**config.mk**
```make
export PLATFORM = sky130hd
export DESIGN_NAME = json_decimal_integer_lexer_top
export DESIGN_NICKNAME = d
export VERILOG_FILES = /design/src/rtl/jdil_pkg.sv /design/src/rtl/jdil_lex.sv /design/src/rtl/json_decimal_integer_lexer_top.sv
export SDC_FILE = /design/constraint.sdc
export NUM_CORES = 1
export LEC_CHECK = 0
export BUFFER_PORTS_ARGS = -buffer_cell sky130_fd_sc_hd__buf_2
export CAP_MARGIN = 40
export CORE_UTILIZATION = 60
export CTS_BUF_LIST = sky130_fd_sc_hd__clkbuf_8 sky130_fd_sc_hd__clkbuf_16
export CTS_CLUSTER_SIZE = 28
export DETAILED_ROUTE_END_ITERATION = 10
export GPL_TIMING_DRIVEN = 0
export HOLD_SLACK_MARGIN = 0.1
export PLACE_DENSITY = 0.79
export SKIP_LAST_GASP = 1
export SYNTH_ARGS = -nofsm -noshare
export SYNTH_HDL_FRONTEND = slang
export SYNTH_SLANG_ARGS = --single-unit
```
**constraint.sdc**
```tcl
create_clock -name i_clk -period 7.6 [get_ports i_clk]
set_clock_uncertainty 0.2 [all_clocks]
set_input_delay 0.76 -clock i_clk [delete_from_list [all_inputs] [get_ports i_clk]]
set_output_delay 0.76 -clock i_clk [all_outputs]
set_load 0.05 [all_outputs]
```
**src/rtl/jdil_pkg.sv**
```systemverilog
`timescale 1ns / 1ps

package jdil_pkg;

    // accumulator width and fixed result width
    localparam int VALUE_WIDTH = 64;
    localparam int OUT_WIDTH   = 64;

    // ascii codes the lexer looks for
    localparam logic [7:0] CH_SPACE = 8'h20;
    localparam logic [7:0] CH_TAB   = 8'h09;
    localparam logic [7:0] CH_LF    = 8'h0a;
    localparam logic [7:0] CH_CR    = 8'h0d;
    localparam logic [7:0] CH_MINUS = 8'h2d;
    localparam logic [7:0] CH_N     = 8'h6e;
    localparam logic [7:0] CH_U     = 8'h75;
    localparam logic [7:0] CH_L     = 8'h6c;
    localparam logic [7:0] CH_ZERO  = 8'h30;
    localparam logic [7:0] CH_NINE  = 8'h39;

    typedef enum logic [2:0] {
        PH_IDLE,
        PH_N,
        PH_NU,
        PH_NUL,
        PH_MINUS,
        PH_DIGITS
    } t_phase;

    typedef enum logic [1:0] {
        KIND_INT,
        KIND_NULL,
        KIND_BAD,
        KIND_OVF
    } t_kind;

    typedef struct packed {
        logic [7:0] char_byte;
        logic       end_mark;
    } t_in;

    typedef struct packed {
        logic [OUT_WIDTH-1:0] value_bits;
        t_kind                result_kind;
        logic [7:0]           terminator_byte;
        logic                 terminator_valid;
    } t_out;

endpackage

```
**src/rtl/jdil_lex.sv**
```systemverilog
`timescale 1ns / 1ps

module jdil_lex
    import jdil_pkg::*;
(
    input  logic i_clk,
    input  logic i_rst_n,
    input  logic i_step,
    input  t_in  i_item,
    input  logic i_signed_mode,
    output logic o_emit,
    output t_out o_res
);

    localparam logic [VALUE_WIDTH-1:0] LIM_NEG  = {1'b1, {(VALUE_WIDTH-1){1'b0}}};
    localparam logic [VALUE_WIDTH-1:0] LIM_SMAX = {1'b0, {(VALUE_WIDTH-1){1'b1}}};
    localparam logic [VALUE_WIDTH-1:0] LIM_UMAX = {VALUE_WIDTH{1'b1}};

    t_phase                 r_phase, n_phase;
    logic [VALUE_WIDTH-1:0] r_mag, n_mag;
    logic                   r_neg, n_neg;
    logic                   r_ovf, n_ovf;
    logic                   r_has, n_has;

    logic [7:0]             w_c;
    logic                   w_digit;
    logic                   w_ws;
    logic [3:0]             w_d;
    logic [VALUE_WIDTH-1:0] w_lim;
    logic [VALUE_WIDTH+3:0] w_acc;
    logic                   w_acc_ovf;
    logic                   w_fin_ovf;
    logic [VALUE_WIDTH-1:0] w_val;
    logic                   w_add;
    logic                   w_clear;

    // byte classification
    assign w_c     = i_item.char_byte;
    assign w_digit = (w_c >= CH_ZERO) && (w_c <= CH_NINE);
    assign w_ws    = (w_c == CH_SPACE) || (w_c == CH_TAB) || (w_c == CH_LF) || (w_c == CH_CR);
    assign w_d     = 4'(w_c - CH_ZERO);

    // magnitude limit, negative numbers reach one further
    assign w_lim = r_neg ? LIM_NEG : (i_signed_mode ? LIM_SMAX : LIM_UMAX);

    // times ten plus digit, kept wide so the limit check is a plain compare
    assign w_acc = {1'b0, r_mag, 3'b000} + {3'b000, r_mag, 1'b0}
                 + (VALUE_WIDTH+4)'(w_d);
    assign w_acc_ovf = w_acc > {4'b0000, w_lim};

    // number completion
    assign w_fin_ovf = r_ovf || (r_mag > w_lim);
    assign w_val     = r_neg ? (~r_mag + 1'b1) : r_mag;

    // next state and result
    always_comb begin
        n_phase = r_phase;
        n_mag   = r_mag;
        n_neg   = r_neg;
        n_ovf   = r_ovf;
        n_has   = r_has;
        w_add   = 1'b0;
        w_clear = 1'b0;
        o_emit  = 1'b0;
        o_res.value_bits       = '0;
        o_res.result_kind      = KIND_BAD;
        o_res.terminator_byte  = '0;
        o_res.terminator_valid = 1'b0;

        if (i_item.end_mark) begin
            o_emit = 1'b1;
            if (r_phase == PH_DIGITS && r_has) begin
                if (w_fin_ovf) begin
                    o_res.result_kind = KIND_OVF;
                end else begin
                    o_res.result_kind = KIND_INT;
                    o_res.value_bits  = OUT_WIDTH'(w_val);
                end
            end
        end else begin
            case (r_phase)
                PH_IDLE: begin
                    if (w_ws) begin
                        n_phase = PH_IDLE;
                    end else if (w_c == CH_N) begin
                        n_phase = PH_N;
                    end else if (w_c == CH_MINUS && i_signed_mode) begin
                        n_neg   = 1'b1;
                        n_phase = PH_MINUS;
                    end else if (w_digit && w_c != CH_ZERO) begin
                        n_phase = PH_DIGITS;
                        w_add   = 1'b1;
                    end else begin
                        o_emit = 1'b1;
                    end
                end
                PH_N: begin
                    if (w_c == CH_U) begin
                        n_phase = PH_NU;
                    end else begin
                        o_emit = 1'b1;
                    end
                end
                PH_NU: begin
                    if (w_c == CH_L) begin
                        n_phase = PH_NUL;
                    end else begin
                        o_emit = 1'b1;
                    end
                end
                PH_NUL: begin
                    o_emit = 1'b1;
                    if (w_c == CH_L) begin
                        o_res.result_kind = KIND_NULL;
                    end
                end
                PH_MINUS: begin
                    if (w_digit) begin
                        n_phase = PH_DIGITS;
                        w_add   = 1'b1;
                    end else begin
                        // lone minus, byte goes back to the stream
                        o_emit = 1'b1;
                        o_res.terminator_byte  = w_c;
                        o_res.terminator_valid = 1'b1;
                    end
                end
                PH_DIGITS: begin
                    if (w_digit) begin
                        w_add = 1'b1;
                    end else begin
                        o_emit = 1'b1;
                        o_res.terminator_byte  = w_c;
                        o_res.terminator_valid = 1'b1;
                        if (w_fin_ovf) begin
                            o_res.result_kind = KIND_OVF;
                        end else begin
                            o_res.result_kind = KIND_INT;
                            o_res.value_bits  = OUT_WIDTH'(w_val);
                        end
                    end
                end
                default: begin
                    w_clear = 1'b1;
                end
            endcase
        end

        // digit accumulation, sticky overflow stops further updates
        if (w_add) begin
            n_has = 1'b1;
            if (!r_ovf) begin
                if (w_acc_ovf) begin
                    n_ovf = 1'b1;
                end else begin
                    n_mag = w_acc[VALUE_WIDTH-1:0];
                end
            end
        end

        // every result returns the lexer to idle
        if (o_emit || w_clear) begin
            n_phase = PH_IDLE;
            n_mag   = '0;
            n_neg   = 1'b0;
            n_ovf   = 1'b0;
            n_has   = 1'b0;
        end
    end

    // lexer state
    always_ff @(posedge i_clk) begin
        if (!i_rst_n) begin
            r_phase <= PH_IDLE;
            r_mag   <= '0;
            r_neg   <= 1'b0;
            r_ovf   <= 1'b0;
            r_has   <= 1'b0;
        end else if (i_step) begin
            r_phase <= n_phase;
            r_mag   <= n_mag;
            r_neg   <= n_neg;
            r_ovf   <= n_ovf;
            r_has   <= n_has;
        end
    end

endmodule

```
**src/rtl/json_decimal_integer_lexer_top.sv**
```systemverilog
`timescale 1ns / 1ps

// Lexes one JSON integer from a byte stream and gives one result per number:
// the value (two's complement in signed mode), null, invalid format or
// overflow, together with the byte that ended the number when one is handed
// back. Bytes are taken at one per cycle while the input is not stalled; a
// byte passes an input register, then the lexer logic, and the result is held
// in a result register. The per-byte step is a single multiply-by-ten-and-add
// with a limit compare on the 64-bit accumulator. The input keeps flowing
// while a result waits, until a second result is due. signed_mode resets to 1
// and is written through the configuration port; the user must write it only
// while no request is in flight, as the block does not enforce this.
module json_decimal_integer_lexer_top
    import jdil_pkg::*;
(
    input  logic i_clk,
    input  logic i_rst_n,
    input  logic i_in_valid,
    output logic o_in_stall,
    input  t_in  i_in,
    output logic o_out_valid,
    input  logic i_out_stall,
    output t_out o_out,
    input  logic i_cfg_valid,
    output logic o_cfg_ready,
    input  logic i_cfg_data
);

    logic r_signed_mode;
    logic r_in_valid;
    t_in  r_in;
    logic r_out_valid;
    t_out r_out;

    logic w_emit;
    t_out w_res;
    logic w_out_free;
    logic w_proc;
    logic w_accept;

    // configuration register
    assign o_cfg_ready = 1'b1;

    always_ff @(posedge i_clk) begin
        if (!i_rst_n) begin
            r_signed_mode <= 1'b1;
        end else if (i_cfg_valid && o_cfg_ready) begin
            r_signed_mode <= i_cfg_data;
        end
    end

    // flow control between input stage and result stage
    assign w_out_free = !r_out_valid || !i_out_stall;
    assign w_proc     = r_in_valid && (!w_emit || w_out_free);
    assign o_in_stall = r_in_valid && !w_proc;
    assign w_accept   = i_in_valid && !o_in_stall;

    // input register
    always_ff @(posedge i_clk) begin
        if (!i_rst_n) begin
            r_in_valid <= 1'b0;
        end else if (!o_in_stall) begin
            r_in_valid <= i_in_valid;
        end
    end

    always_ff @(posedge i_clk) begin
        if (w_accept) begin
            r_in <= i_in;
        end
    end

    jdil_lex u_lex (
        .i_clk         (i_clk),
        .i_rst_n       (i_rst_n),
        .i_step        (w_proc),
        .i_item        (r_in),
        .i_signed_mode (r_signed_mode),
        .o_emit        (w_emit),
        .o_res         (w_res)
    );

    // result register
    always_ff @(posedge i_clk) begin
        if (!i_rst_n) begin
            r_out_valid <= 1'b0;
        end else if (w_out_free) begin
            r_out_valid <= w_proc && w_emit;
        end
    end

    always_ff @(posedge i_clk) begin
        if (w_out_free && w_proc && w_emit) begin
            r_out <= w_res;
        end
    end

    assign o_out_valid = r_out_valid;
    assign o_out       = r_out;

    // only an integer result carries a value
    a_value_only_int: assert property (@(posedge i_clk) disable iff (!i_rst_n)
        (r_out_valid && r_out.result_kind != KIND_INT) |-> (r_out.value_bits == '0))
        else $error("non-integer result carries a value");

    // a byte is handed back only after a number or a lone minus
    a_term_kind: assert property (@(posedge i_clk) disable iff (!i_rst_n)
        (r_out_valid && r_out.terminator_valid) |->
        (r_out.result_kind != KIND_NULL))
        else $error("terminator returned with a null result");

    // no returned byte means a zero byte field
    a_term_zero: assert property (@(posedge i_clk) disable iff (!i_rst_n)
        (r_out_valid && !r_out.terminator_valid) |-> (r_out.terminator_byte == 8'h00))
        else $error("terminator byte set without terminator valid");

    // the input side stalls only while a result is blocked downstream
    a_stall_cause: assert property (@(posedge i_clk) disable iff (!i_rst_n)
        o_in_stall |-> (r_in_valid && w_emit && r_out_valid && i_out_stall))
        else $error("input stalled without a blocked result");

    // a blocked result is never overwritten
    a_out_hold: assert property (@(posedge i_clk) disable iff (!i_rst_n)
        (r_out_valid && i_out_stall) |-> !w_proc || !w_emit)
        else $error("result overwritten while stalled");

endmodule
```
-- Word-level counts from Yosys, hierarchy flattened
Index checks and enable logic that the tools add are counted.
- flip-flop bits (word level): 157
- word-level logic and storage cells: 136
- input port bits: 15
- output and inout bits: 78
- bitwise logic cells: 1
- equal/unequal tests: 23
- add/sub/neg operators: 4
- $lt $le $gt $ge: 4
- muxes and demuxes: 57
- reduce and logical (&&, ||, !) cells: 33
- operators by type and width (kind ; number):
    64-bit two-way mux ; 9
    66-bit two-way mux ; 2
    75-bit two-way mux ; 1
    67-bit by 65-bit adder with 68-bit output ; 1
    68-bit by 4-bit adder with 68-bit output ; 1
    68-bit by 64-bit > comparator with 1-bit output ; 1
    64-bit by 1-bit adder with 64-bit output, second input constant ; 1
    64-bit > comparator ; 1
    64-bit inverter ; 1
    1-bit two-way mux ; 28
    3-bit two-way mux ; 9
    8-bit by 4-bit == test with 1-bit output, second input constant ; 3
    8-bit by 7-bit == test with 1-bit output, second input constant ; 3
    9-bit case mux with 2 select lines ; 1
    8-bit by 6-bit == test with 1-bit output, second input constant ; 2
    3-bit case mux with 4 select lines ; 1
    1-bit logical AND ; 10
    9-bit two-way mux ; 1
    3-bit by 1-bit != test with 1-bit output, second input constant ; 3
    8-bit by 6-bit >= comparator with 1-bit output, second input constant ; 1
    8-bit by 6-bit less-or-equal comparator with 1-bit output, second input constant ; 1
    2-bit != test, second input constant ; 4
    8-bit by 6-bit != test with 1-bit output, second input constant ; 1
    1-bit logical OR ; 7
    other kinds (20) ; 29

-- Longest topological paths before layout
- word-level depth: 16
- depth in mapped cells: 26
- depth with buffers taken out: 24

-- By module
A second synthesis with hierarchy kept.
- cells, all modules: 1739
- area total of the unflattened synthesis: 15133.3 um^2
- by module, submodules not included (module ; area an instance (um^2) ; instances ; seq. area each (um^2) ; cells an instance):
    jdil_lex ; 12470.7 ; 1 ; 1401.3 ; 1639
    json_decimal_integer_lexer_top ; 2662.6 ; 1 ; 2582.5 ; 100

-- Least setup slack after synthesis
Ideal clock, no wire load.
- path kind: register -> register
- start: register r_in[4] (netlist name)
- end: register u_lex.r_mag[59]
- period minus slack after synthesis: 6159 ps
- stages on the path, launching flop included: 25
- buffers on the path: 2
- slack: 1441 ps
- data arrival time: 5901 ps
- library setup time: 58 ps
- data required time: 7342 ps
- cells stage by stage: edfxtp_1 fa_1 ha_1 and3_1 o32a_1 a41o_1 o31ai_1 nand2_1 a31oi_1 o31a_2 o21ai_0 xor2_1 ha_1 a41o_1 a211oi_1 o31ai_1 a221oi_1 a41oi_1 nor4_2 o2111ai_1 a2111oi_4 and3_1 buf_6 buf_12 a22o_2
- word-level cells in the longest chain between the ends: 13
- elaborated cells on any way between the ends: 48
- those cells by class: 2 x add/sub; 3 x order compare; 11 x eq/ne; 20 x mux; 12 x reduce/logical
- RTL lines (what ; line ; RTL):
    start: declaration ; json_decimal_integer_lexer_top.sv:31 ; t_in r_in;
    start signal: assignment ; json_decimal_integer_lexer_top.sv:69 ; r_in <= i_in;
    branches (longest 13 deep; another with 68-bit by 4-bit adder with 68-bit output) ; -- ;
    end signal: assignment ; jdil_lex.sv:181 ; r_mag <= n_mag;
    end: declaration ; jdil_lex.sv:20 ; logic [VALUE_WIDTH-1:0] r_mag, n_mag;
Parallel ways; which one is timed is not known. The select of a mux whose other input is x is not followed.
A chain may end at the register's enable or synchronous reset.

-- Final worst setup path
- start: register u_lex.r_mag[11]
- end: register u_lex.r_mag[24]
- word-level cells in the longest chain between the ends: 6
- elaborated cells on any way between the ends: 9
- those cells by class: 2 x add/sub; 1 x order compare; 1 x eq/ne; 4 x mux; 1 x reduce/logical
- RTL lines (what ; line ; RTL):
    67-bit by 65-bit adder with 68-bit output (*) ; jdil_lex.sv:47 ; assign w_acc = {1'b0, r_mag, 3'b000} + {3'b000, r_mag, 1'b0}
    68-bit by 4-bit adder with 68-bit output (*) ; jdil_lex.sv:48 ; + (VALUE_WIDTH+4)'(w_d);
    branches (longest 4 deep; another with 68-bit by 64-bit > comparator with 1-bit output) ; -- ;
Mark *: on every way between the ends. The select of a mux whose other input is x is not followed.

==> summary.md <==
| Metric | Value |
|---|---|
| Max clock buf depth | `2` |
| Root Driver | `clkbuf_16` |
| Asr flop ratio synth | `0` |
| DRC | `0` |
| Via-to-Cell Ratio | `6.46` |
| CTS tree | `done` |
| Most frequent cells in the layout | `ha_1, nor2_1, a21oi_1, nand2_1, buf_2` |
| Layout cells sized above 1 | `0.134` |
| Final min period | `7.29 ns` |
| Synth top area share | `0.213` |
| Synthesis-to-finish area growth | `11.1%` |
| Maximum fanout along the worst path | `10` |
| Register area share after synthesis | `0.266` |
| Core footprint | `24400 um^2` |
| Total grt overflow | `0` |
| Final hold slack | `0.265 ns` |
| DIE WIDTH | `160 um` |
| Dominant synthesized flop cell | `edfxtp_1` |
| Syn Inst Count | `1613` |
| Rel. slew slack | `0.387` |
| Worst setup SP type | `flop` |
| Initial Util | `0.615` |
| Total wire length | `40.1 mm` |
| Fin crit share | `0.960` |
| Cell Pwr Density | `117 nW/um^2` |
| Post-route ant nets | `0` |
| Worst EP arrival | `7.47 ns` |
| Status | `finished clean` |
| Hold Path Class | `reg2reg` |
| GRT Total Usage | `0.313` |
| Hold Vio Cnt, Final | `0` |
| Synth area leaders | `ha_1, edfxtp_1, dfxtp_1` |
| Worst skew pair latency | `0.44 ns` |
| Reg area | `3990 um^2` |
| RSZ-0062 raised after global routing | `no` |
| Placed wire-length estimate after detailed placement | `31.0 mm` |
| IO Pins | `93` |
| GP Congestion | `0.941` |
| Routed length per instance | `19.4 um` |
| Top Metal Used | `met4` |
| Area of the multi-input gates | `10200 um^2` |
| Setup CP Type | `reg2reg` |
| Initial DRC Count | `1131` |
| Non-filler cells, final | `2067` |
| WL met3 | `2.49 mm` |
| Via count | `13400` |
| CTS H-tree depth | `4` |
| Ant diodes | `0` |
| DP Cell Count | `2033` |
| Fmax | `0.137 GHz` |
| CTS Sinks | `157` |
| DRT Pass-1 Iters | `5` |
| Maximum VDD drop | `0.000114 V` |
| Post-synth EDFFs | `84` |
| Metal2 WL | `19.2 mm` |
| Synthesized Nets | `1886` |
| Reg clk slew, reported paths | `0.08 ns` |
| Area of the die | `25600 um^2` |
| Standard-cell rows | `57` |
| Setup TNS | `0 ns` |
| Filler cell count | `1955` |
| Final total power | `1.95 mW` |
| Post-Syn Area | `15000 um^2` |
| Overall die height | `160 um` |
| Cell taking the most area after synthesis | `ha_1` |
| Initial antenna violation count | `0` |
| CP required | `7.77 ns` |
| Largest net degree at the start of global routing | `68` |
| Synth unique cells | `102` |
| # port buffers | `90` |
| Avg Cell Area, Syn | `9.30 um^2` |
| Vias in the first global route | `12700` |
| Crit path capture type | `flop` |
| Max Cap Viol | `0` |
| Final nets | `2003` |
| Worst slew pin tran | `0.911 ns` |
| CTS Buf Count | `17` |
| Ys Warns | `0` |
| M1 wire length | `17.2 mm` |
| Commonest non-fill, non-tap cell in the layout | `ha_1` |
| # setup viols final | `0` |
| Synthesis-stage register bit count | `157` |
| Leakage | `8.24 nW` |
| Global-route wire length before repair | `64.5 mm` |
| Max-slew violations | `0` |
[critical path: stages, from the launching register on]
cell and delay (ns):
dfxtp_1 0.49, ha_1 0.31, ha_1 0.28, clkdlybuf4s50_2 0.57
nand2_1 0.09, nor3_1 0.32, o2111ai_1 0.26, a21oi_1 0.50
o211ai_1 0.25, o31ai_2 0.51, a21oi_1 0.23, xnor2_1 0.21
ha_1 0.29, nand4_1 0.15, nor3_1 0.27, and2_1 0.24
and3_2 0.23, a41oi_1 0.13, nor4_2 0.27, o2111ai_1 0.19
a2111oi_4 0.29, buf_4 0.20, and3_1 0.20, buf_6 0.25
buf_12 0.16, a22o_1 0.12
[what timing repair did]
item                                   CTS  global route
gates resized for setup                  2            11
pin swaps                                0             2
endpoints found under the hold margin    0             0
buffers inserted                         0             2
setup endpoints to repair               63            63
hold buffers                             0             0
[stage by stage]
| stage | util | setup WS [ns] | instance area, um^2 |
|---|---|---|---|
| after detailed placement | 0.655 | -0.210 | 16000 |
| after CTS | 0.681 | 0.0277 | 16600 |
| after global placement | 0.650 | -0.646 | 15900 |
| after floorplan | - | 1.44 | 15000 |
| final | 0.684 | 0.305 | 16700 |
| after global routing | 0.684 | 0.00501 | 16700 |
[flip-flops by register name, summed over array words and instances (netlist names), 3 cells and up]
| register | cells |
|---|---|
| u_lex.r_mag | 64 |
| r_in | 9 |
| u_lex.r_phase | 3 |
| o_out | 75 |
[metal layers]
layer,global-route usage,vias to the layer above
met4,0.125,0
met5,0,-
met3,0.0403,79
met1,0.400,6364
li1,-,6406
met2,0.534,511
[synth_stat cells (all sizes together), types with 5 or more instances]
| master | number |
|---|---|
| ha | 256 |
| nor2 | 134 |
| a21oi | 124 |
| nand2 | 115 |
| o21ai | 87 |
| edfxtp | 84 |
| xor2 | 83 |
| dfxtp | 73 |
| a21o | 64 |
| a22o | 64 |
| nand4 | 50 |
| inv | 38 |
| clkbuf | 36 |
| xnor2 | 36 |
| nand3 | 29 |
| o31ai | 29 |
| nor3 | 27 |
| buf | 20 |
| o21a | 18 |
| and3 | 16 |
| a211oi | 13 |
| o41ai | 13 |
| or3 | 13 |
| clkdlybuf4s15 | 11 |
| o211ai | 11 |
| or4 | 11 |
| and2 | 10 |
| nor2b | 10 |
| nor4 | 10 |
| a31oi | 9 |
| a21boi | 7 |
| o21bai | 7 |
| and4 | 6 |
| a2111oi | 5 |
| nand2b | 5 |
[layout make-up]
| type | count | share of cell area |
|---|---|---|
| clock inverter | 15 | 0.0120 |
| tap | 324 | 0.0243 |
| buffer | 73 | 0.0447 |
| clock buffer | 17 | 0.0255 |
| inverter | 38 | 0.00856 |
| sequential | 157 | 0.239 |
| multi-input combinational | 1345 | 0.612 |
| timing repair buffer | 98 | 0.0341 |
[path summary, 6_finish.rpt]
path	startpoint	endpoint	slack [ns]	depth (start not counted)
setup / recovery	u_lex.r_mag[11]	u_lex.r_mag[24]	0.31	25
hold / removal	u_lex.r_has	u_lex.r_has	0.27	2
setup reg to reg	u_lex.r_mag[11]	u_lex.r_mag[24]	0.31	25
hold reg to reg	u_lex.r_has	u_lex.r_has	0.27	2
[logic make-up after synthesis]
logic type | after synthesis | share of synthesized area
other | 1 | 0.000250
and+or+nand+nor | 458 | 0.152
adders and majority gates | 258 | 0.216
DFF | 157 | 0.266
AOI/OAI and AO/OA | 506 | 0.235
buffers and inverters | 111 | 0.0591
xor gates and xnor gates | 119 | 0.0695
muxes | 3 | 0.00208
[power by group]
part | total [mW] | leakage (nW) | switching, mW | internal (mW)
clock | 0.909 | 0.297 | 0.431 | 0.477
sequential | 0.920 | 1.41 | 0.00965 | 0.910
combinational | 0.126 | 6.53 | 0.0961 | 0.0302
total | 1.95 | 8.24 | 0.537 | 1.42
Note: power is estimated with default switching activity, not from simulation.
